--- config.mk ---
export PLATFORM = sky130hd
export DESIGN_NAME = morse_character_keyer_unit
export DESIGN_NICKNAME = d
export VERILOG_FILES = /design/src/hdl/mck_pkg.sv /design/src/hdl/mck_cfg.sv /design/src/hdl/mck_keyer.sv /design/src/hdl/morse_character_keyer_unit.sv
export SDC_FILE = /design/constraint.sdc
export NUM_CORES = 1
export LEC_CHECK = 0
export BUFFER_PORTS_ARGS = -buffer_cell sky130_fd_sc_hd__clkbuf_2
export CAP_MARGIN = 0
export CORE_MARGIN = 10
export CORE_UTILIZATION = 53
export DETAILED_ROUTE_END_ITERATION = 8
export HOLD_SLACK_MARGIN = 0.02
export PLACE_DENSITY_LB_ADDON = 0.15
export SYNTH_ARGS = -nofsm -noshare
export SYNTH_HDL_FRONTEND = slang
export SYNTH_SLANG_ARGS = --single-unit
--- constraint.sdc ---
create_clock -name clk -period 2.9 [get_ports clk]
set_input_delay 0.58 -clock clk [delete_from_list [all_inputs] [get_ports clk]]
set_output_delay 0.58 -clock clk [all_outputs]
set_load 0.005 [all_outputs]
--- src/hdl/mck_pkg.sv ---
// ----------------------------------------------------------------------------
// mck_pkg
// Shared types, codes and the Morse symbol table for the character keyer.
// ----------------------------------------------------------------------------
package mck_pkg;

  localparam int unsigned PatW   = 6;
  localparam int unsigned LenW   = 3;
  localparam int unsigned IdxW   = 3;
  localparam int unsigned CfgW   = 15;
  localparam int unsigned ToneW  = 15;
  localparam int unsigned DotW   = 10;
  localparam int unsigned GapW   = 13;
  localparam int unsigned ElemW  = 3;
  localparam int unsigned TxtW   = 7;

  localparam logic [IdxW-1:0] CFG_TEXT_MODE = 3'd0;
  localparam logic [IdxW-1:0] CFG_TONE_HZ   = 3'd1;
  localparam logic [IdxW-1:0] CFG_DOT_MS    = 3'd2;
  localparam logic [IdxW-1:0] CFG_INTRA_GAP = 3'd3;
  localparam logic [IdxW-1:0] CFG_CHAR_GAP  = 3'd4;
  localparam logic [IdxW-1:0] CFG_WORD_GAP  = 3'd5;

  localparam logic [ElemW-1:0] EL_DOT       = 3'd0;
  localparam logic [ElemW-1:0] EL_DASH      = 3'd1;
  localparam logic [ElemW-1:0] EL_INTRA_GAP = 3'd2;
  localparam logic [ElemW-1:0] EL_CHAR_GAP  = 3'd3;
  localparam logic [ElemW-1:0] EL_WORD_GAP  = 3'd4;

  localparam logic [TxtW-1:0] TXT_DOT   = 7'h2E;
  localparam logic [TxtW-1:0] TXT_DASH  = 7'h2D;
  localparam logic [TxtW-1:0] TXT_SPACE = 7'h20;

  localparam logic [7:0] CHAR_SPACE = 8'h20;

  typedef struct packed {
    logic             text_mode;
    logic [ToneW-1:0] tone_hz;
    logic [DotW-1:0]  dot_ms;
    logic [GapW-1:0]  intra_gap_ms;
    logic [GapW-1:0]  char_gap_ms;
    logic [GapW-1:0]  word_gap_ms;
  } mck_cfg_t;

  typedef struct packed {
    logic            hit;
    logic [LenW-1:0] len;
    logic [PatW-1:0] pattern;
  } mck_sym_t;

  typedef enum logic [2:0] {
    ST_IDLE,
    ST_ELEM,
    ST_GAP,
    ST_CHAR,
    ST_WORD
  } mck_state_t;

  // Look up a character; the pattern comes back with its first element at the MSB.
  function automatic mck_sym_t mck_lookup(input logic [7:0] code);
    logic [7:0]      c;
    logic [LenW-1:0] len;
    logic [PatW-1:0] bits;
    logic            hit;
    mck_sym_t        sym;
    c    = code;
    len  = '0;
    bits = '0;
    hit  = 1'b1;
    if (code >= 8'h61 && code <= 8'h7A) begin
      c = code - 8'd32;
    end
    case (c)
      8'h41: begin len = 3'd2; bits = 6'd1;  end
      8'h42: begin len = 3'd4; bits = 6'd8;  end
      8'h43: begin len = 3'd4; bits = 6'd10; end
      8'h44: begin len = 3'd3; bits = 6'd4;  end
      8'h45: begin len = 3'd1; bits = 6'd0;  end
      8'h46: begin len = 3'd4; bits = 6'd2;  end
      8'h47: begin len = 3'd3; bits = 6'd6;  end
      8'h48: begin len = 3'd4; bits = 6'd0;  end
      8'h49: begin len = 3'd2; bits = 6'd0;  end
      8'h4A: begin len = 3'd4; bits = 6'd7;  end
      8'h4B: begin len = 3'd3; bits = 6'd5;  end
      8'h4C: begin len = 3'd4; bits = 6'd4;  end
      8'h4D: begin len = 3'd2; bits = 6'd3;  end
      8'h4E: begin len = 3'd2; bits = 6'd2;  end
      8'h4F: begin len = 3'd3; bits = 6'd7;  end
      8'h50: begin len = 3'd4; bits = 6'd6;  end
      8'h51: begin len = 3'd4; bits = 6'd13; end
      8'h52: begin len = 3'd3; bits = 6'd2;  end
      8'h53: begin len = 3'd3; bits = 6'd0;  end
      8'h54: begin len = 3'd1; bits = 6'd1;  end
      8'h55: begin len = 3'd3; bits = 6'd1;  end
      8'h56: begin len = 3'd4; bits = 6'd1;  end
      8'h57: begin len = 3'd3; bits = 6'd3;  end
      8'h58: begin len = 3'd4; bits = 6'd9;  end
      8'h59: begin len = 3'd4; bits = 6'd11; end
      8'h5A: begin len = 3'd4; bits = 6'd12; end
      8'h30: begin len = 3'd5; bits = 6'd31; end
      8'h31: begin len = 3'd5; bits = 6'd15; end
      8'h32: begin len = 3'd5; bits = 6'd7;  end
      8'h33: begin len = 3'd5; bits = 6'd3;  end
      8'h34: begin len = 3'd5; bits = 6'd1;  end
      8'h35: begin len = 3'd5; bits = 6'd0;  end
      8'h36: begin len = 3'd5; bits = 6'd16; end
      8'h37: begin len = 3'd5; bits = 6'd24; end
      8'h38: begin len = 3'd5; bits = 6'd28; end
      8'h39: begin len = 3'd5; bits = 6'd30; end
      8'h26: begin len = 3'd5; bits = 6'd8;  end
      8'h27: begin len = 3'd6; bits = 6'd30; end
      8'h40: begin len = 3'd6; bits = 6'd26; end
      8'h29: begin len = 3'd6; bits = 6'd45; end
      8'h28: begin len = 3'd5; bits = 6'd22; end
      8'h3A: begin len = 3'd6; bits = 6'd56; end
      8'h2C: begin len = 3'd6; bits = 6'd51; end
      8'h3D: begin len = 3'd5; bits = 6'd17; end
      8'h21: begin len = 3'd6; bits = 6'd43; end
      8'h2E: begin len = 3'd6; bits = 6'd21; end
      8'h2D: begin len = 3'd6; bits = 6'd33; end
      8'h3F: begin len = 3'd6; bits = 6'd12; end
      default: hit = 1'b0;
    endcase
    sym.hit     = hit;
    sym.len     = len;
    sym.pattern = bits << (3'd6 - len);
    return sym;
  endfunction

endpackage

--- src/hdl/mck_cfg.sv ---
// ----------------------------------------------------------------------------
// mck_cfg
// Configuration register file with reset defaults, written by index.
// ----------------------------------------------------------------------------
module mck_cfg (
  input  logic                  clk,
  input  logic                  rst,
  input  logic                  cfg_we,
  input  logic [mck_pkg::IdxW-1:0] cfg_index,
  input  logic [mck_pkg::CfgW-1:0] cfg_data,
  output mck_pkg::mck_cfg_t     cfg
);
  import mck_pkg::*;

  always_ff @(posedge clk) begin
    if (rst) begin
      cfg.text_mode    <= 1'b0;
      cfg.tone_hz      <= 15'd800;
      cfg.dot_ms       <= 10'd70;
      cfg.intra_gap_ms <= 13'd70;
      cfg.char_gap_ms  <= 13'd140;
      cfg.word_gap_ms  <= 13'd350;
    end else if (cfg_we) begin
      case (cfg_index)
        CFG_TEXT_MODE: cfg.text_mode    <= cfg_data[0];
        CFG_TONE_HZ:   cfg.tone_hz      <= cfg_data[ToneW-1:0];
        CFG_DOT_MS:    cfg.dot_ms       <= cfg_data[DotW-1:0];
        CFG_INTRA_GAP: cfg.intra_gap_ms <= cfg_data[GapW-1:0];
        CFG_CHAR_GAP:  cfg.char_gap_ms  <= cfg_data[GapW-1:0];
        CFG_WORD_GAP:  cfg.word_gap_ms  <= cfg_data[GapW-1:0];
        default: ;
      endcase
    end
  end

endmodule

--- src/hdl/mck_keyer.sv ---
// ----------------------------------------------------------------------------
// mck_keyer
// Element sequencer: shifts the Morse pattern out one element at a time into
// a registered result stage; a stall on the output holds it.
// ----------------------------------------------------------------------------
module mck_keyer (
  input  logic                      clk,
  input  logic                      rst,
  input  mck_pkg::mck_cfg_t         cfg,
  input  logic                      char_valid,
  output logic                      char_stall,
  input  logic [7:0]                char_code,
  output logic                      elem_valid,
  input  logic                      elem_stall,
  output logic [mck_pkg::ElemW-1:0] element,
  output logic                      tone_on,
  output logic [mck_pkg::ToneW-1:0] frequency_hz,
  output logic [mck_pkg::GapW-1:0]  duration_ms,
  output logic [mck_pkg::TxtW-1:0]  text_char,
  output logic                      last
);
  import mck_pkg::*;

  mck_state_t      state, state_next;
  logic [PatW-1:0] pattern, pattern_next;
  logic [LenW-1:0] count, count_next;
  logic [1:0]      word_cnt, word_cnt_next;
  logic            elem_valid_next;

  logic             emit;
  logic             accept;
  logic             dash;
  mck_sym_t         sym;
  logic [GapW-1:0]  dash_ms;
  logic [ElemW-1:0] r_element;
  logic             r_tone_on;
  logic [ToneW-1:0] r_frequency_hz;
  logic [GapW-1:0]  r_duration_ms;
  logic [TxtW-1:0]  r_text_char;
  logic             r_last;

  assign sym     = mck_lookup(char_code);
  assign dash    = pattern[PatW-1];
  assign dash_ms = GapW'({cfg.dot_ms, 1'b0}) + GapW'(cfg.dot_ms);
  assign char_stall = (state != ST_IDLE);
  assign accept  = char_valid && !char_stall;
  assign emit    = (state != ST_IDLE) && (!elem_valid || !elem_stall);

  always_ff @(posedge clk) begin
    if (rst) begin
      state <= ST_IDLE;
    end else begin
      state <= state_next;
    end
  end

  always_ff @(posedge clk) begin
    if (rst) begin
      elem_valid <= 1'b0;
    end else begin
      elem_valid <= elem_valid_next;
    end
    pattern  <= pattern_next;
    count    <= count_next;
    word_cnt <= word_cnt_next;
    if (emit) begin
      element      <= r_element;
      tone_on      <= r_tone_on;
      frequency_hz <= r_frequency_hz;
      duration_ms  <= r_duration_ms;
      text_char    <= r_text_char;
      last         <= r_last;
    end
  end

  always_comb begin
    state_next      = state;
    pattern_next    = pattern;
    count_next      = count;
    word_cnt_next   = word_cnt;
    r_element       = EL_CHAR_GAP;
    r_tone_on       = 1'b0;
    r_frequency_hz  = '0;
    r_duration_ms   = '0;
    r_text_char     = '0;
    r_last          = 1'b0;
    elem_valid_next = emit ? 1'b1 : (elem_valid && elem_stall);

    case (state)
      ST_IDLE: begin
        if (accept) begin
          if (char_code == CHAR_SPACE) begin
            state_next    = ST_WORD;
            word_cnt_next = cfg.text_mode ? 2'd2 : 2'd0;
          end else if (sym.hit) begin
            state_next   = ST_ELEM;
            pattern_next = sym.pattern;
            count_next   = sym.len;
          end
        end
      end
      ST_ELEM: begin
        r_element = dash ? EL_DASH : EL_DOT;
        if (cfg.text_mode) begin
          r_text_char = dash ? TXT_DASH : TXT_DOT;
        end else begin
          r_tone_on      = 1'b1;
          r_frequency_hz = cfg.tone_hz;
          r_duration_ms  = dash ? dash_ms : GapW'(cfg.dot_ms);
        end
        if (emit) begin
          pattern_next = {pattern[PatW-2:0], 1'b0};
          count_next   = count - 3'd1;
          if (!cfg.text_mode) begin
            state_next = ST_GAP;
          end else if (count == 3'd1) begin
            state_next = ST_CHAR;
          end
        end
      end
      ST_GAP: begin
        r_element     = EL_INTRA_GAP;
        r_duration_ms = cfg.intra_gap_ms;
        if (emit) begin
          state_next = (count == 3'd0) ? ST_CHAR : ST_ELEM;
        end
      end
      ST_CHAR: begin
        r_element = EL_CHAR_GAP;
        r_last    = 1'b1;
        if (cfg.text_mode) begin
          r_text_char = TXT_SPACE;
        end else begin
          r_duration_ms = cfg.char_gap_ms;
        end
        if (emit) begin
          state_next = ST_IDLE;
        end
      end
      ST_WORD: begin
        r_element = EL_WORD_GAP;
        r_last    = (word_cnt == 2'd0);
        if (cfg.text_mode) begin
          r_text_char = TXT_SPACE;
        end else begin
          r_duration_ms = cfg.word_gap_ms;
        end
        if (emit) begin
          if (word_cnt == 2'd0) begin
            state_next = ST_IDLE;
          end else begin
            word_cnt_next = word_cnt - 2'd1;
          end
        end
      end
      default: state_next = ST_IDLE;
    endcase
  end

endmodule

--- src/hdl/morse_character_keyer_unit.sv ---
// ----------------------------------------------------------------------------
// morse_character_keyer_unit
// Morse encoder: one ASCII character in, its Morse elements out in order.
//
// Input channel char_valid/char_stall carries char_code. Output channel
// elem_valid/elem_stall carries one element per item: element code, tone_on,
// frequency_hz, duration_ms, text_char and last (set on a character's final
// element). Configuration is written through cfg_we/cfg_index/cfg_data; the
// user must write it only while the block is idle, which the block itself
// does not enforce; indexes beyond the register list are ignored.
// A character is taken when the sequencer is idle. Once the state register
// has left idle its first element enters the output register, and the rest
// follow one per cycle while the receiver does not stall.
// Unknown characters are consumed and give no output.
// A stall on the output holds the result register and the sequencer; the
// next character is taken once the final element has entered the result
// register, even while it still waits to be taken.
// Reset restores the register defaults and empties the output register.
// ----------------------------------------------------------------------------
module morse_character_keyer_unit (
  input  logic                      clk,
  input  logic                      rst,
  input  logic                      cfg_we,
  input  logic [mck_pkg::IdxW-1:0]  cfg_index,
  input  logic [mck_pkg::CfgW-1:0]  cfg_data,
  input  logic                      char_valid,
  output logic                      char_stall,
  input  logic [7:0]                char_code,
  output logic                      elem_valid,
  input  logic                      elem_stall,
  output logic [mck_pkg::ElemW-1:0] element,
  output logic                      tone_on,
  output logic [mck_pkg::ToneW-1:0] frequency_hz,
  output logic [mck_pkg::GapW-1:0]  duration_ms,
  output logic [mck_pkg::TxtW-1:0]  text_char,
  output logic                      last
);
  import mck_pkg::*;

  mck_cfg_t cfg;

  mck_cfg u_cfg (
    .clk       (clk),
    .rst       (rst),
    .cfg_we    (cfg_we),
    .cfg_index (cfg_index),
    .cfg_data  (cfg_data),
    .cfg       (cfg)
  );

  mck_keyer u_keyer (
    .clk          (clk),
    .rst          (rst),
    .cfg          (cfg),
    .char_valid   (char_valid),
    .char_stall   (char_stall),
    .char_code    (char_code),
    .elem_valid   (elem_valid),
    .elem_stall   (elem_stall),
    .element      (element),
    .tone_on      (tone_on),
    .frequency_hz (frequency_hz),
    .duration_ms  (duration_ms),
    .text_char    (text_char),
    .last         (last)
  );

endmodule

=== Word level (Yosys, flattened, before mapping) ===
Index checks and enable logic that the tools add are counted.
W data, S select, Z words.

* Add/subtract/negate cells: 5
* Magnitude comparators: 2
* Equal/unequal tests: 71
* Shift-type cells: 1
* Muxes and demuxes: 46
* Bitwise operators: 1
* Reductions and logical operators: 42

{| class="wikitable"
|+ Operators with widths
! operator !! number
|-
| $eq A8 B7 Y1 const B || 27
|-
| $eq A8 B6 Y1 const B || 22
|-
| $pmux W6 S28 || 1
|-
| $mux W13 || 4
|-
| $pmux W13 S4 || 1
|-
| $reduce_or A48 Y1 || 1
|-
| $mux W3 || 14
|-
| $mux W6 || 5
|-
| $pmux W3 S6 || 1
|-
| $ne A2 B1 Y1 const B || 8
|-
| $reduce_or A2 Y1 || 8
|-
| $pmux W3 S5 || 1
|-
| $mux W2 || 7
|-
| $pmux W7 S2 || 1
|-
| $reduce_or A13 Y1 || 1
|-
| $add A11 B10 Y12 || 1
|-
| $eq A3 B2 Y1 const B || 4
|-
| $pmux W6 S2 || 1
|-
| $reduce_and A2 Y1 || 6
|-
| $reduce_or A12 Y1 || 1
|-
| $reduce_and A5 Y1 || 2
|-
| $eq A3 B1 Y1 const B || 3
|-
| $eq A3 B3 Y1 const B || 3
|-
| $logic_not A3 Y1 || 3
|-
| 30 further kinds || 42
|}

* Bits in registers: 120
* Bits of input ports: 31
* Output and inout bits: 42
* Word-level logic and storage cells: 185

=== Depth between registers and ports, before layout ===
Gate-level depths: netlist of run 1.

* Word-level depth: 12
* Gate-level depth with buffers: 12
* Mapped depth without buffers: 12

=== Modules after synthesis ===
Synthesis of run 1 repeated with hierarchy kept, for this count alone.

* Cell total of the unflattened synthesis: 730
* Area total of the unflattened synthesis: 6872.8 µm²

{| class="wikitable"
|+ Modules (own cells, without submodules)
! module !! times used !! cells each !! area an instance (µm²) !! sequential area each (µm²)
|-
| mck_keyer || 1 || 484 || 4211.5 || 1521.5
|-
| mck_cfg || 1 || 246 || 2661.3 || 1301.2
|}

=== Worst setup path after synthesis of run 1 ===
OpenSTA, ideal clock, no wires.

* Path kind: input to register
* From: input char_code[6]
* To: register u_keyer.pattern[4] (data pin)
* Setup time: 0.176 ns
* Arrival time: 2.934 ns
* Required time: 2.724 ns
* Path slack: -0.210 ns
* Cell stages on the path: 12
* Path buffers: 0
* Path through: inv_1 > ha_1 > or4b_1 > a221o_2 > nand2b_4 > a21oi_4 > inv_2 > ha_1 > xor2_2 > nor2_2 > and3_1 > nor4_1

* Word-level cells in the longest chain between the ends: 12
* Elaborated cells on any way between the ends: 76
* Those cells by class: add/sub (2); order compare (2); eq/ne (48); shift (1); mux (7); reduce/logical (16)

{| class="wikitable"
|+ RTL lines
! element !! line !! RTL
|-
| start: declaration || morse_character_keyer_unit.sv:28 || <nowiki>input logic [7:0] char_code,</nowiki>
|-
| $ge A8 B7 Y1 / $le A8 B7 Y1 (equally long branches) || mck_pkg.sv:70 || <nowiki>if (code >= 8'h61 && code <= 8'h7A) begin</nowiki>
|-
| $logic_and A1 B1 Y1 || mck_pkg.sv:70 ||
|-
| $mux W8 (*) || mck_pkg.sv:70 ||
|-
| $eq A8 B6 Y1 / $eq A8 B7 Y1 (equally long branches) || mck_pkg.sv:73 || <nowiki>case (c)</nowiki>
|-
| $reduce_or A13 Y1 (no line) (tied with other cells) || - ||
|-
| $pmux W3 S6 || mck_pkg.sv:73 ||
|-
| $sub A3 B3 Y3 || mck_pkg.sv:126 || <nowiki>sym.pattern = bits << (3'd6 - len);</nowiki>
|-
| $shl A6 B3 Y6 (*) || mck_pkg.sv:126 ||
|-
| $mux W6 (*) || mck_keyer.sv:95 || <nowiki>end else if (sym.hit) begin</nowiki>
|-
| $mux W6 (*) || mck_keyer.sv:92 || <nowiki>if (char_code == CHAR_SPACE) begin</nowiki>
|-
| $mux W6 (*) || mck_keyer.sv:91 || <nowiki>if (accept) begin</nowiki>
|-
| $pmux W6 S2 (*) || mck_keyer.sv:89 || <nowiki>case (state)</nowiki>
|-
| via u_keyer.pattern_next[4] || mck_keyer.sv:25 || <nowiki>logic [PatW-1:0] pattern, pattern_next;</nowiki>
|-
| end signal: assignment || mck_keyer.sv:63 || <nowiki>pattern <= pattern_next;</nowiki>
|-
| end: declaration || mck_keyer.sv:25 ||
|}

The timed path passes the listed nets; every way through them passes the cells marked *. The select of a mux whose other input is x is not followed.
A chain may end at the register's enable or synchronous reset.

=== Worst setup path after layout of run 1 ===
Same ends and word-level chain as after synthesis.

==> flow_summary.ini, run 1 <==
[clock_network]
clk_latency_ps = 420
cts_hold_buffers = 0
postCtsSetupBuffers = 0
cts_htree_levels = 4
clock_sinks = 117
clk_pin_slew_ps = 60
root_buffer = clkbuf_16
cts_buffer_depth = 2
postCtsResizedCells = 0
cts_buffers = 17
cts_tree = built

[detailed_routing]
firstDrtPassIters = 6
routed_via_density = 5.72
vias = 5974
drtIter0Drc = 690
drcViolationCount = 0
routed_wl_mm = 18.4
wl_per_cell_um = 17.6
ant_nets = 0

[worst_setup_path]
crit_buf_inv = 3
worst-setup-path-type = in -> reg
required_ps = 3130
rrSetupSlack_ps = 470
critical_path.max_stage_delay_ps = 550
end_kind = flip-flop
cp-start-kind = primary input
crit_chain = clkbuf_2 > inv_6 > ha_4 > or4b_1 > a221o_2 > buf_4 > o41ai_4 > a31oi_1 > nand2_1 > o21ai_1 > and3_1 > nor4_1
cp_max_fo = 2
critPathTopFamily = simple AND/OR/NAND/NOR gates
cp.arrival_ps = 3050
critPathSlowestCell = or4b_1

[global_route]
antenna_found_initial = 0
grt_max_degree = 40
overflow = 0
grt_first_pass_wirelength_mm = 29.9
grt_usage = 0.209
grt_pass1_vias = 5805

[sta]
finalHoldViolCount = 0
finalCriticalPeriod_ps = 2810
rsz0062_at_grt = no
timing.fmax_mhz = 356
relSlewSlack = 0.535
finClkSkew_ps = 11.1
hold_ws_ps = 403
setup_violations = 0
worst_pin_slew_ps = 696
period_share = 0.970
slew_violations = 0

[cells_and_area]
final_core_util = 0.664
finalInstanceArea_um2 = 8010
syn_to_final_growth_pct = 21.8
final_layout_size_suffix_gt1_frac = 0.220
n_antenna_cell = 0
fin_cells = 1044
nets = 912
nFillCells = 1014

[synthesis]
post_synth_instance_area_um2 = 6580
ys_ff_latch = 117
synth_edf_count = 48
avgSynthCellArea_um2 = 8.59
synth_warnings = 0
synth_ff_type = dfxtp_1
ys_async_sr_fraction = 0
ys_seq_area_frac = 0.429
syn_inst = 766
yosysUniqueCellTypes = 83

[job]
drv_cap = 0

[pwr]
irDropWorstVdd_mv = 0.394
p_leak_nw = 3.26
power_density_nw_per_um2 = 706
intPower_w = 0.00396
clock_power_share = 0.361
power_frac_comb = 0.235
p_sw_frac = 0.300
power_switching_w = 0.00169
power_frac_seq = 0.404

[placed_design]
placed_cells = 1012
gp_congestion = 0.890
dpl_cell_area_um2 = 7440
hpwl_mm = 13.1
io_buffers = 70

[floorplanning]
rows = 40
die_h_um = 131
start_util = 0.545
core-area_um2 = 12100
die_area_um2 = 17300
die_x_um = 131
io_pins = 73

[min_path]
min_path_type = in -> reg

[outcome]
outcome = complete, no violations
## synth_stat cells (all sizes together), types with 7 or more instances
cell,count,share of area
o21ai,38,0.029
buf,22,0.022
nand2b,12,0.013
o22ai,9,0.0086
inv,23,0.013
dfxtp,69,0.21
nand3,10,0.0076
nor3,8,0.0068
nor2b,13,0.012
a22oi,16,0.020
mux2i,11,0.017
clkbuf,34,0.021
and2,21,0.020
ha,17,0.032
nor2,34,0.020
nor4b,7,0.0093
edfxtp,48,0.22
and3,8,0.0076
nand3b,19,0.022
a21oi,85,0.067
nand2,171,0.098
## final cells by class
cell class / count / area (um2) / area share
flip-flops and latches: 117 / 2820 / 0.352
repair buffers: 133 / 873 / 0.109
clock inverters: 10 / 91.3 / 0.0114
inverters: 23 / 91.3 / 0.0114
clock buffers: 22 / 485 / 0.0606
multi-input cells: 571 / 3440 / 0.429
well taps: 168 / 210 / 0.0262
## power by group through the flow
stage | combinational [W] | sequential (W) | clock (W)
finish | 0.00133 | 0.00228 | 0.00204
global route | 0.00147 | 0.00232 | 0.00212
CTS | 0.00134 | 0.00228 | 0.00204
detailed placement | 0.00133 | 0.00231 | 0
global placement | 0.00131 | 0.00231 | 0
floorplan | 0.000671 | 0.00230 | 0
## metrics by stage
| stage | power [W] | worst slack, ps | setup TNS, ps |
|---|---|---|---|
| final | 0.00565 | 87.2 | 0 |
| after detailed placement | 0.00364 | -319 | -2880 |
| after global placement | 0.00362 | -278 | -1960 |
| after CTS | 0.00566 | 98.3 | 0 |
| after floorplan | 0.00297 | -121 | -121 |
| after global routing | 0.00591 | 10.0 | 0 |
## cells by family (layout without fill, tap and decap cells)
logic type	count (synthesis)	in the layout	share of synthesized area
compound gates	200	200	0.198
xor+xnor	11	11	0.0158
fa+ha+maj	19	19	0.0369
buf+inv	79	188	0.0571
flops	117	117	0.429
mux	13	13	0.0202
other cells	1	2	0.000570
simple gates	326	326	0.243
## placed cells by master (no fill, tap or decap), types with 13 or more instances in the layout
cell type | synthesis | routed
edfxtp_1 | 48 | 48
a21oi_1 | 83 | 81
inv_1 | 21 | 18
o21ai_0 | 35 | 35
ha_1 | 17 | 15
dfxtp_1 | 69 | 69
clkbuf_2 | 0 | 70
clkbuf_16 | 0 | 18
a22oi_1 | 15 | 15
nand2_1 | 171 | 171
nor2b_1 | 13 | 13
and2_1 | 21 | 21
buf_4 | 9 | 59
nand3b_1 | 19 | 19
nor2_1 | 32 | 32
## registers in the layout (all words and copies together) (netlist names)
register,flops
u_cfg.cfg,65
u_keyer.frequency_hz,15
u_keyer.duration_ms,13
u_keyer.pattern,6
u_keyer.text_char,4
u_keyer.count,3
u_keyer.element,3
u_keyer.state,3
u_keyer.word_cnt,2
u_keyer.elem_valid,1
u_keyer.last,1
u_keyer.tone_on,1
## per-layer routing
layer	vias to the layer above	track usage	routed length, um
li1	2904	-	-
met1	2835	0.288	8850
met2	204	0.314	8120
met3	31	0.0488	1150
met4	0	0.0692	279
met5	-	0	0
## worst reg2reg max path, cell delays in order (launching register included)
cell,delay [ps]
dfxtp_1,390
ha_1,210
inv_1,60
fa_1,400
inv_1,70
a21oi_1,60
o21bai_1,200
a21o_1,150
a21oi_1,90
o21ai_0,290
a21oi_1,150
o221ai_1,200
## final timing paths
path	startpoint	to	cells past startpoint
worst max register to register	u_cfg.cfg[39]	u_keyer.duration_ms[11]	11
worst min-delay path	cfg_data[13]	u_cfg.cfg[62]	3
worst max-delay path	char_code[6]	u_keyer.pattern[4]	12
worst min register to register	u_cfg.cfg[25]	u_cfg.cfg[25]	2
(Power assumes the default switching activity.)
==> run 2: changes to the inputs <==
--- a/config.mk
+++ b/config.mk
@@ -8,7 +8,8 @@
 export BUFFER_PORTS_ARGS = -buffer_cell sky130_fd_sc_hd__clkbuf_2
 export CAP_MARGIN = 0
 export CORE_MARGIN = 10
-export CORE_UTILIZATION = 53
+export CORE_UTILIZATION = 55
+export CTS_BUF_LIST = sky130_fd_sc_hd__clkbuf_8
 export DETAILED_ROUTE_END_ITERATION = 8
 export HOLD_SLACK_MARGIN = 0.02
 export PLACE_DENSITY_LB_ADDON = 0.15
==> flow_summary.ini, run 2 (synthesis gave the netlist of run 1 again) <==
[outcome]
outcome = complete, no violations

[clock_network]
clk_latency_ps = 440
root_buffer = clkbuf_8
cts_htree_levels = 4
cts_hold_buffers = 0
clock_sinks = 117
cts_tree = built
cts_buffer_depth = 2
clk_pin_slew_ps = 70
cts_buffers = 17

[cells_and_area]
final_cell_mix = 171 x nand2_1, 81 x a21oi_1, 70 x clkbuf_2, 69 x dfxtp_1, 60 x buf_4
final_core_util = 0.673
n_antenna_cell = 0
regMostFlops = u_cfg.cfg
final_common_cell = nand2_1
final_layout_size_suffix_gt1_frac = 0.221
nets = 911
top_regs = u_cfg.cfg (65), u_keyer.frequency_hz (15), u_keyer.duration_ms (13)
largest_register_ff_count = 65
syn_to_final_growth_pct = 18.3

[worst_setup_path]
r2r-start = u_cfg.cfg[39]
cp.arrival_ps = 2980
rrSetupSlack_ps = 410
cp-start-kind = primary input
cp_max_fo = 4
worstRegToRegCells = 11
end_kind = flip-flop
worst-setup-path-type = in -> reg
required_ps = 3070
r2r-end = u_keyer.duration_ms[9]

[sta]
finalHoldViolCount = 0
timing.fmax_mhz = 356
rsz0062_at_grt = no
relSlewSlack = 0.452
period_share = 0.969
setup_violations = 0
finalCriticalPeriod_ps = 2810
slew_violations = 0
worst_pin_slew_ps = 822
finClkSkew_ps = 8.97

[detailed_routing]
drtIter0Drc = 544
ant_nets = 0
vias = 6072
routed_via_density = 5.96
routed_wl_mm = 18.2
wl_per_cell_um = 17.8
drcViolationCount = 0
firstDrtPassIters = 7

[placed_design]
hpwl_mm = 13.3
io_buffers = 70
gp_congestion = 0.918

[floorplanning]
die_h_um = 129
io_pins = 73
core-area_um2 = 11600
rows = 39
die_x_um = 129
die_area_um2 = 16700
start_util = 0.569

[global_route]
grt_pass1_vias = 5711
grt_first_pass_wirelength_mm = 28.6
grt_usage = 0.212
grt_max_degree = 41
overflow = 0
antenna_found_initial = 0

[min_path]
hold_path_depth = 3
hold_start = cfg_data[13]
hold_path_end = u_cfg.cfg[62]
min_path_type = in -> reg

[pwr]
irDropWorstVdd_mv = 0.474
power_density_nw_per_um2 = 653
power_w = 0.00508
p_leak_nw = 3.16

[job]
drv_cap = 0
[run 2: cell count changes in the layout (fill, tap and decap cells not counted), moves of 2 or more]
cell / delta
inv_4: -4
bufinv_16: +2
clkinvlp_4: +2
clkbuf_1: -2
clkinv_2: +3
buf_12: -2
inv_1: +2
clkbuf_16: -18
clkbuf_8: +15
[run 2: critical path: stages]
cell	delay, ps
clkbuf_2	130
inv_6	40
ha_4	220
or4b_1	560
a221o_2	380
nand2b_4	110
a21o_2	170
ha_4	220
a2111oi_1	460
nor4_2	110
[run 2: how the worst max path moves through the flow]
stage               slack [ps]         start  cells past startpoint            endpoint
global route                30  char_code[6]                     10  u_keyer.pattern[4]
CTS                         40  char_code[6]                     12  u_keyer.pattern[4]
floorplan                 -120  char_code[6]                     12  u_keyer.pattern[4]
finish                      90  char_code[6]                     10  u_keyer.pattern[4]
global placement          -280  char_code[6]                     12  u_keyer.pattern[4]
detailed placement        -410  char_code[6]                     12  u_keyer.pattern[4]
[run 2: timing repair]
| action | CTS | global route |
|---|---|---|
| setup buffers | 0 | 1 |
| gates resized for setup | 0 | 2 |
| endpoints found under the setup margin | 0 | 1 |
| endpoints found under the hold margin | 0 | 0 |
[run 2: area by class of cell]
class / instances / area [um2]
Clock buffer: 17 / 234
Fill cell: 951 / 3790
Tap cell: 143 / 179
Sequential cell: 117 / 2820
Multi-Input combinational cell: 571 / 3450
Clock inverter: 15 / 164
Inverter: 23 / 91.3
Timing Repair Buffer: 132 / 841
[run 2: power by group]
group	internal (W)	switching, W
logic	0.000520	0.000760
registers	0.00213	0.000160
clock network	0.000840	0.000672
total	0.00349	0.00159
[run 2: per-stage QoR]
stage | setup WS (ps) | std cells | TNS, ps | area, um2 | hold WS [ps]
final | 89.5 | 1018 | 0 | 7780 | 363
after floorplan | -121 | 767 | -121 | 6640 | 429
after detailed placement | -406 | 985 | -2980 | 7370 | 443
after CTS | 35.9 | 1017 | 0 | 7760 | 354
after global routing | 33.1 | 1018 | 0 | 7780 | 387
after global placement | -281 | 985 | -1880 | 7370 | 438
[run 2: per-layer routing]
| metal | part of all wire | global-route usage | routed length [um] |
|---|---|---|---|
| met4 | 0.018 | 0.0783 | 324 |
| met2 | 0.45 | 0.315 | 8150 |
| met3 | 0.076 | 0.0453 | 1370 |
| met1 | 0.46 | 0.297 | 8310 |
| met5 | 0 | 0 | 0 |
==> run 3: changes to the inputs <==
--- a/config.mk
+++ b/config.mk
@@ -7,8 +7,7 @@
 export LEC_CHECK = 0
 export BUFFER_PORTS_ARGS = -buffer_cell sky130_fd_sc_hd__clkbuf_2
 export CAP_MARGIN = 0
-export CORE_MARGIN = 10
-export CORE_UTILIZATION = 55
+export CORE_UTILIZATION = 61
 export CTS_BUF_LIST = sky130_fd_sc_hd__clkbuf_8
 export DETAILED_ROUTE_END_ITERATION = 8
 export HOLD_SLACK_MARGIN = 0.02
==> constraint.sdc (replaced) <==
create_clock -name clk -period 2.7 [get_ports clk]
set_input_delay 0.54 -clock clk [delete_from_list [all_inputs] [get_ports clk]]
set_output_delay 0.54 -clock clk [all_outputs]
set_load 0.005 [all_outputs]
==> flow_summary.ini, run 3 (synthesis gave the netlist of run 1 again) <==
[sta]
slew_violations = 0
setup_violations = 0
worst_pin_slew_ps = 726
relSlewSlack = 0.516
rsz0062_at_grt = no
period_share = 0.991
timing.fmax_mhz = 374
finalCriticalPeriod_ps = 2680
fin_ws_ps = 24.6
finalHoldViolCount = 0
final.setup.tns_ps = 0
finClkSkew_ps = 12.2

[worst_setup_path]
end_kind = flip-flop
cp_max_fo = 4
worst-setup-path-type = in -> reg
cp.arrival_ps = 2860
cp-start-kind = primary input
required_ps = 2890

[clock_network]
cts_tree = built
clock_sinks = 117
clk_pin_slew_ps = 80
cts_buffers = 17
clk_latency_ps = 430
root_buffer = clkbuf_8
cts_buffer_depth = 2
cts_htree_levels = 4

[global_route]
grt_pass1_vias = 5941
grt_most_used_layer = met2
grt_usage = 0.331
use_met3 = 0.0451
antenna_found_initial = 0
grtUsageMet1 = 0.465
grt_first_pass_wirelength_mm = 29.4
grt_max_degree = 38
gr-usage-met2 = 0.528
overflow = 0

[placed_design]
dp_slack_ps = -498
gp_congestion = 0.953
placed_cells = 992
hpwl_mm = 12.7
io_buffers = 70
dpl_cell_area_um2 = 7490

[pwr]
p_leak_nw = 3.25
irDropWorstVdd_mv = 0.687
power_w = 0.00550
power_density_nw_per_um2 = 692

[cells_and_area]
final_common_cell = nand2_1
regMostFlops = u_cfg.cfg
finalInstanceArea_um2 = 7950
largest_register_ff_count = 65
final_layout_size_suffix_gt1_frac = 0.240
n_antenna_cell = 0
final_cell_mix = 171 x nand2_1, 81 x a21oi_1, 74 x buf_4, 69 x clkbuf_2, 69 x dfxtp_1
top_regs = u_cfg.cfg (65), u_keyer.frequency_hz (15), u_keyer.duration_ms (13)
nets = 926
fin_cells = 1026
syn_to_final_growth_pct = 20.8

[detailed_routing]
drcViolationCount = 0
routed_wl_mm = 17.9
wl_per_cell_um = 17.5
firstDrtPassIters = 6
ant_nets = 0
drtIter0Drc = 664
routed_via_density = 6.06
vias = 6222

[job]
drv_cap = 0

[floorplanning]
rows = 37
start_util = 0.634
core-area_um2 = 10400
die_area_um2 = 11200
die_h_um = 106
io_pins = 73
die_x_um = 106

[outcome]
outcome = complete, no violations

[min_path]
min_path_type = in -> reg
==> run 3: cell types whose count changed in the layout (fill, tap and decap cells not counted), sizes merged <==
cell,change
clkbuf,-1
bufinv,-1
buf,+16
clkinvlp,-1
inv,+2
==> run 3: final cells by class <==
class                   count  area, um2
well taps                 136        170
inverters                  23       98.8
flip-flops and latches    117       2820
multi-input cells         571       3490
clock inverters            15        170
repair buffers            147        963
clock buffers              17        234
fillers                   725       2420
==> run 3: path summary, 6_finish.rpt <==
check	startpoint	cells after the start	endpoint	slack [ps]
max	char_code[6]	13	u_keyer.pattern[5]	20
min	cfg_data[13]	3	u_cfg.cfg[62]	330
max reg2reg	u_cfg.cfg[40]	9	u_keyer.duration_ms[10]	140
min reg2reg	u_cfg.cfg[60]	2	u_cfg.cfg[60]	450
==> run 3: power breakdown <==
| part | internal (W) | switching, W |
|---|---|---|
| Combinational | 0.000584 | 0.000817 |
| Sequential | 0.00228 | 0.000170 |
| Clock | 0.000846 | 0.000800 |
| Total | 0.00371 | 0.00179 |
==> run 3: what timing repair did <==
item,4_1_cts,5_1_grt
pin swaps,1,3
hold buffers,0,0
resized for setup,5,8
setup buffers,1,1
endpoints found under the setup margin,2,3
==> run 3: metal layers <==
layer,vias up,share of wire
li1,2916,-
met2,357,0.47
met4,0,0.018
met3,38,0.093
met5,-,0
met1,2911,0.42
==> run 3: per-stage QoR <==
step	util	hold slack (ps)
2_1_floorplan	-	429
3_3_place_gp	0.722	438
3_5_place_dp	0.722	442
4_1_cts	0.764	334
5_1_grt	0.767	343
6_report	0.767	335
==> run 3: critical path, cell delays in order <==
cell	delay (ps)
buf_6	100
inv_12	30
ha_4	220
or4b_4	530
a221o_2	370
nand2b_4	120
a21oi_4	60
inv_2	80
ha_4	150
xor2_4	230
buf_4	160
o31ai_1	70
o21a_1	200
